===== src/rtl/mpp_pkg.sv =====
// Shared types, constants and arctangent tables of the map point projector.
`default_nettype none
package mpp_pkg;

    localparam int MERC_ITERATIONS = 24;
    localparam int FRAC_BITS       = 40;
    localparam int MERC_FRAC       = 16;
    localparam int NORM_CELLS      = 6;

    localparam logic signed [63:0] Q60_ONE  = 64'sh1000000000000000;
    localparam logic signed [63:0] PI_Q60   = 64'sh3243F6A8885A308D;
    localparam logic signed [63:0] PI_QTR   = PI_Q60 >>> 2;
    localparam logic signed [63:0] LN2_Q60  = 64'sh0B17217F7D1CF79B;
    localparam logic signed [63:0] HALF_RAD =
        (PI_Q60 + 64'sd1800000000) / 64'sd3600000000;
    localparam logic [45:0]        DEG7_Q16  = 46'd37549362061694;
    localparam logic signed [30:0] LAT_CLAMP = 31'sd850511288;

    // Configuration register indexes
    typedef enum logic [2:0] {
        REG_MODE     = 3'd0,
        REG_LNG_REF  = 3'd1,
        REG_LAT_REF  = 3'd2,
        REG_GAIN_X   = 3'd3,
        REG_GAIN_Z   = 3'd4,
        REG_OFFSET_Z = 3'd5
    } cfg_reg_t;

    // Data that rides along the cell row untouched
    typedef struct packed {
        logic               mode;
        logic signed [32:0] dlng;
        logic signed [31:0] dlat;
    } side_t;

    typedef struct packed {
        logic signed [63:0] x;
        logic signed [63:0] y;
        logic signed [63:0] z;
        side_t              side;
    } circ_t;

    typedef struct packed {
        logic signed [63:0] s;
        logic signed [63:0] c;
        logic signed [3:0]  k;
        side_t              side;
    } norm_t;

    typedef struct packed {
        logic signed [63:0] x;
        logic signed [63:0] y;
        logic signed [63:0] z;
        logic signed [3:0]  k;
        side_t              side;
    } hyp_t;

    typedef struct packed {
        logic [31:0] val;
        logic        sat;
    } sat_t;

    typedef logic [63:0][63:0] tab_t;

    // Restoring division, elaboration only
    function automatic logic [63:0] udiv_small(input logic [63:0] n, input logic [63:0] d);
        logic [63:0] q;
        logic [64:0] r;
        q = '0;
        r = '0;
        for (int b = 63; b >= 0; b--)
        begin
            r = {r[63:0], n[b]};
            if (r >= {1'b0, d})
            begin
                r    = r - {1'b0, d};
                q[b] = 1'b1;
            end
        end
        return q;
    endfunction

    // Truncated power series of atan / atanh of 2^-i in Q60
    function automatic logic signed [63:0] series_q60(input int i, input bit alt);
        logic signed [63:0] s;
        logic [63:0]        t;
        int                 e;
        s = '0;
        for (int k = 0; k <= 30; k++)
        begin
            e = i * (2 * k + 1);
            if (e <= 60)
            begin
                t = udiv_small(64'd1 << (60 - e), 64'(2 * k + 1));
                if (alt && k[0])
                    s = s - $signed(t);
                else
                    s = s + $signed(t);
            end
        end
        return s;
    endfunction

    function automatic tab_t build_tab(input bit hyp);
        tab_t tb;
        tb[0] = hyp ? 64'd0 : PI_QTR;
        for (int i = 1; i < 64; i++)
            tb[i] = series_q60(i, !hyp);
        return tb;
    endfunction

    localparam tab_t ATAN_TAB  = build_tab(1'b0);
    localparam tab_t ATANH_TAB = build_tab(1'b1);

    function automatic int hyp_count();
        int n;
        n = 0;
        for (int i = 1; i <= MERC_ITERATIONS; i++)
            n += (i == 4 || i == 13 || i == 40) ? 2 : 1;
        return n;
    endfunction

    localparam int HYP_STEPS = hyp_count();

    // Shift of hyperbolic step j, with steps 4, 13 and 40 done twice
    function automatic logic [5:0] hyp_shift(input int j);
        int          n;
        logic [5:0]  r;
        n = 0;
        r = '0;
        for (int i = 1; i <= MERC_ITERATIONS; i++)
        begin
            if (n == j)
                r = 6'(i);
            n++;
            if (i == 4 || i == 13 || i == 40)
            begin
                if (n == j)
                    r = 6'(i);
                n++;
            end
        end
        return r;
    endfunction

    // Round toward zero by 2^s, clip to 32 bits signed
    function automatic sat_t trunc_sat(input logic signed [99:0] v, input int s);
        logic [99:0] m;
        logic [99:0] q;
        logic        neg;
        logic [31:0] lim;
        sat_t        r;
        neg   = v[99];
        m     = neg ? (~$unsigned(v) + 100'd1) : $unsigned(v);
        q     = m >> s;
        lim   = neg ? 32'h80000000 : 32'h7FFFFFFF;
        r.sat = (q > {68'd0, lim});
        r.val = r.sat ? lim : q[31:0];
        if (neg)
            r.val = 32'd0 - r.val;
        return r;
    endfunction

endpackage
`default_nettype wire


===== src/rtl/mpp_norm_cell.sv =====
// One range reduction cell: brings sine and cosine within a factor of two.
`default_nettype none
module mpp_norm_cell (
    input  wire logic          clk,
    input  wire logic          rst_n,
    input  wire logic          in_valid,
    input  wire mpp_pkg::norm_t in_data,
    output logic               up_ready,
    output logic               out_valid,
    output mpp_pkg::norm_t     out_data,
    input  wire logic          dn_ready
);

    logic           valid_reg;
    mpp_pkg::norm_t data_reg;
    mpp_pkg::norm_t data_next;
    logic signed [64:0] s_w;
    logic signed [64:0] c_w;

    assign up_ready  = !valid_reg || dn_ready;
    assign out_valid = valid_reg;
    assign out_data  = data_reg;

    // Double the smaller side once, tracking the power of two in k
    always_comb
    begin
        s_w       = {in_data.s[63], in_data.s};
        c_w       = {in_data.c[63], in_data.c};
        data_next = in_data;
        if (s_w > (c_w <<< 1))
        begin
            data_next.c = in_data.c <<< 1;
            data_next.k = in_data.k + 4'sd1;
        end
        else if (c_w > (s_w <<< 1))
        begin
            data_next.s = in_data.s <<< 1;
            data_next.k = in_data.k - 4'sd1;
        end
    end

    always_ff @(posedge clk or negedge rst_n)
    begin
        if (!rst_n)
            valid_reg <= 1'b0;
        else if (up_ready)
            valid_reg <= in_valid;
    end

    always_ff @(posedge clk)
    begin
        if (up_ready && in_valid)
            data_reg <= data_next;
    end

endmodule
`default_nettype wire


===== config.mk =====
export PLATFORM = sky130hd
export DESIGN_NAME = mpp_norm_cell
export DESIGN_NICKNAME = d
export VERILOG_FILES = /design/src/rtl/mpp_pkg.sv /design/src/rtl/mpp_norm_cell.sv
export SDC_FILE = /design/constraint.sdc
export NUM_CORES = 1
export LEC_CHECK = 0
export BUFFER_PORTS_ARGS = -buffer_cell sky130_fd_sc_hd__buf_2
export CORE_AREA = 2 2 157 159
export DETAILED_ROUTE_END_ITERATION = 6
export DIE_AREA = 0 0 159 161
export GPL_TIMING_DRIVEN = 0
export PLACE_DENSITY = 0.87
export SYNTH_ARGS = -nofsm -noshare
export SYNTH_HDL_FRONTEND = slang
export SYNTH_SLANG_ARGS = --single-unit

===== constraint.sdc =====
create_clock -name clk -period 15.9 [get_ports clk]
set_input_delay 2.385 -clock clk [delete_from_list [all_inputs] [get_ports clk]]
set_output_delay 2.385 -clock clk [all_outputs]
set_load 0.01 [all_outputs]

After elaboration in Yosys (flattened, before gate mapping)

Index checks and enable logic that the tools add are counted.

Flip-flop bits (word level): 199
Input bits: 202
Output and inout bits: 200
Word-level logic and storage cells: 20

Reductions and logical operators: 3
Order comparisons: 2
Add/sub/neg operators: 2
Muxes and demuxes: 5

Operator list:

| cell                                              | number |
|---|---|
| two-way mux 64 bit                                | 3 |
| > comparator 64 x 65 -> 1 bit                     | 2 |
| two-way mux 4 bit                                 | 2 |
| adder 4 x 2 -> 4 bit (second input constant)      | 1 |
| subtractor 4 x 2 -> 4 bit (second input constant) | 1 |
| logical AND 1 bit                                 | 1 |
| zero test 1 bit                                   | 1 |
| logical OR 1 bit                                  | 1 |

Longest topological paths before layout

Word-level depth: 3
Gate-level depth with buffers: 13
Gate-level depth less buffers: 10

Least setup slack after synthesis

OpenSTA, ideal clock, no wires.

Path type: input to register
From: input dn_ready
To: register data_reg, in the netlist out_data[0] (enable)
Cell stages on the path: 2
Arrival: 7120 ps
Path buffers: 0
Path slack: 8197 ps
Setup time: 583 ps
Data required time: 15317 ps
Cells stage by stage: nand2b_1 -> and2_1

Word-level cells in the longest chain between the ends: 2

Ends and longest elaborated chain:

| element              | RTL line            | text |
|---|---|---|
| start, declared      | mpp_norm_cell.sv:11 | `input wire logic dn_ready` |
| logical OR 1 bit     | mpp_norm_cell.sv:20 | `assign up_ready = !valid_reg \|\| dn_ready;` |
| logical AND 1 bit    | mpp_norm_cell.sv:52 | `if (up_ready && in_valid)` |
| end signal, assigned | mpp_norm_cell.sv:53 | `data_reg <= data_next;` |
| end, declared        | mpp_norm_cell.sv:15 | `mpp_pkg::norm_t data_reg;` |

No other way between the ends.
A chain may end at the register's enable or synchronous reset.

==> impl_results.md <==
* Clock slew at reported path FFs at about 0.080 ns
* Gr usage total at between 20 and 25%
* Async SR Flop Fraction at less than 1%
* Layout cells sized above 1 at between 30% and 40%
* Clock Tree Root: clkbuf_16
* Net Sw Frac at between 20% and 30%
* CP endpoint kind: flop
* Clock power share at 32.1%
* Synthesized instance count at 913
* Status: complete, no violations
* Sequential share of the synthesized area at a little over half
* Post-synth EDFFs at between 150 and 200
* Psw at between 400 and 500 uW
* DRT Pass-1 Iters at 5
* Total number of vias at ~9,000
* Worst IR Drop VDD at 0.0666 mV
* WS Path Type: in2reg
* Die H at roughly 160 microns
* Leak at roughly 0.0069 uW
* Resized cells post-CTS at 0
* Multi-input gate area at ~0.0042 sq mm
* Vias per Instance at ~5.4
* IO Count at around 400
* Post-CTS setup buffers at 0
* Cell variety after synth at 53
* Fin crit share at around a third
* Clock Tree Buf Depth at 2
* CP Launch Point: in_data[164]
* Worst hold slack at 0.581 ns
* Fin nets at roughly 1,700
* RSZ-0062 raised after global routing: false
* DP HPWL at around 26,000 microns
* # rows at 57
* Skew-Pair Late Insertion Delay at roughly 0.44 ns
* Worst Skew at ~0.013 ns
* Combinational Power Share at a little over a fifth
* First-pass GRT wire length at about 48,000 microns
* Synth Cell Area at approximately 0.011 sq mm
* Post-Syn Nets at about 1,200
* YS warnings at 0
* Worst-margin pin slew at around 1.1 ns
* Htree depth at 4
* Initial DRC count at approximately 630
* DRC viols at 0
* Fillers at between 1,500 and 2,000
* Internal at about 960 uW
* Die width at approximately 160 microns
* Pin count of the biggest net entering global routing at between 70 and 80
* Power density over the cells at around 98 mW/mm^2
* Final GP Congestion at approximately 0.92
* Port Buf Inserts at around 400
* Final Hold Fails at 0
* FMAX at 0.183 GHz
* DR WL/cell at between 15 and 20 microns
* Startpoint Class: input pin
* Post-synth top flop: edfxtp_1
* Core ar. at 0.0240 sq mm
* Minimum clock period at approximately 5.5 ns
* CP Data Arrival Time at roughly 5.6 ns
* Worst endpoint required time at approximately 16 ns
* Hold Crit Start: out_valid
* Grt ovf at 0
* Syn_area_per_cell at 11.9 sq um
* Crit Path Max Fanout at 10
* Synth-to-layout area growth at 28.2%
* Vias in the first global route at 8,971
* # setup viols final at 0
* Maxcap violations at 0
* Worst R2R Start: out_valid
* FF+latch count, synth at a little under 200
* Hold Crit Class: reg2reg
* Initial antenna violation count at 3
* Clock sinks at roughly 200
* Flop pwr share at 46.7%
* Commonest non-fill, non-tap cell in the layout: buf_2
* Antenna-violating nets left at 0
* Sequential cell area at about 0.006 sq mm
* Worst slew margin at 26.8%
* Commonest cells after routing, fill and taps aside: 413 x buf_2, 198 x edfxtp_1, 135 x inv_1, 130 x ha_1, 100 x nand2_1
* Slew Limit Fails at 0
* Cts hold-fix bufs at 0
* Effective utilization at floorplan at 45.5%
* TritonCTS clock tree: built
* Drt total wl at ~32,000 microns
* CTS Buf Count at 17
* Die area at ~0.026 sq mm
* Setup_tns at 0 ns
-- final timing paths --
path,endpoint,slack [ns],cells after the start
hold / removal,out_valid,0.58,2
min in group asynchronous,out_valid,1.72,1
setup reg to reg,out_data[84],13.88,3
max in group asynchronous,out_valid,14.10,1
hold reg to reg,out_valid,0.58,2
setup / recovery,out_data[160],10.45,13
-- synth_stat cells (2+ instances only) --
cell type | n | area, sq um
inv_1 | 135 | 507
a31oi_1 | 2 | 12.5
nor3_1 | 8 | 40.0
a21o_1 | 9 | 67.6
nand2_1 | 100 | 375
o21ai_1 | 21 | 105
nand2b_1 | 7 | 43.8
a211o_1 | 2 | 17.5
edfxtp_1 | 198 | 5950
and2_1 | 3 | 18.8
nand3_1 | 15 | 75.1
buf_2 | 12 | 60.1
mux2i_1 | 63 | 631
a211oi_1 | 3 | 22.5
or3_1 | 3 | 18.8
ha_1 | 130 | 1630
nand4_1 | 23 | 144
nor2_1 | 9 | 33.8
nand4b_1 | 2 | 17.5
o211ai_1 | 3 | 22.5
and3_1 | 2 | 12.5
a221o_1 | 3 | 30.0
or4_1 | 2 | 15.0
clkbuf_1 | 2 | 7.51
a21oi_1 | 56 | 280
a41o_1 | 2 | 20.0
buf_12 | 7 | 140
nor4_1 | 5 | 31.3
o21ai_0 | 62 | 310
-- cell families (layout without fill, tap and decap cells) --
kind of cell / after synthesis / count (layout) / share of synthesized area (%)
compound gates: 177 / 177 / 9.46
xor+xnor: 1 / 1 / 0.0804
fa+ha+maj: 130 / 130 / 14.9
buf+inv: 157 / 592 / 6.66
flops: 199 / 199 / 54.8
mux: 64 / 64 / 5.93
other cells: 0 / 2 / 0
simple gates: 185 / 185 / 8.14
-- stage by stage --
stage / power, uW / setup slack (ns) / utilization, % / instance area [sq um] / cells
after floorplan: 824 / 8.20 / - / 10900 / 913
after global placement: 937 / 6.45 / 55.5 / 13300 / 1638
after detailed placement: 943 / 9.91 / 55.8 / 13400 / 1640
after CTS: 1380 / 10.36 / 58.3 / 14000 / 1672
after global routing: 1430 / 10.06 / 58.3 / 14000 / 1674
final: 1370 / 10.45 / 58.3 / 14000 / 1674
-- sequential cells by signal (all words and copies together) (netlist names) --
register	flops
out_valid	1
out_data	198
-- per-layer routing --
metal / global-route usage, % / wire, microns
met5: 0 / 0
met4: 11.4 / 1400
met3: 5.21 / 2140
met2: 43.5 / 16300
met1: 27.8 / 12300
-- layout make-up --
| type | instances | area share (%) |
|---|---|---|
| Antenna cell | 2 | 0.0358 |
| Multi-Input combinational cell | 557 | 30.1 |
| Buffer | 22 | 1.57 |
| Inverter | 135 | 3.63 |
| Clock buffer | 18 | 3.07 |
| Sequential cell | 199 | 42.7 |
| Tap cell | 324 | 2.90 |
| Timing Repair Buffer | 403 | 14.8 |
| Clock inverter | 14 | 1.24 |
-- worst max-delay path: stages --
cell and delay [ns]:
buf_2 0.11, inv_1 0.07, ha_1 0.31, nand4_1 0.20, nor4_1 0.69, nand2_1 0.26, a41o_1 0.30, a311oi_2 0.38
o211a_2 0.36, o21ai_4 0.08, buf_12 0.18, buf_12 0.16, mux2i_1 0.15
-- power by group through the flow --
stage	Sequential (uW)	Combinational [uW]	Clock, uW
6_report	641	292	442
5_1_grt	645	318	469
4_1_cts	641	291	451
3_5_place_dp	653	290	0
3_3_place_gp	660	277	0
2_1_floorplan	680	144	0
(Power assumes the default switching activity.)
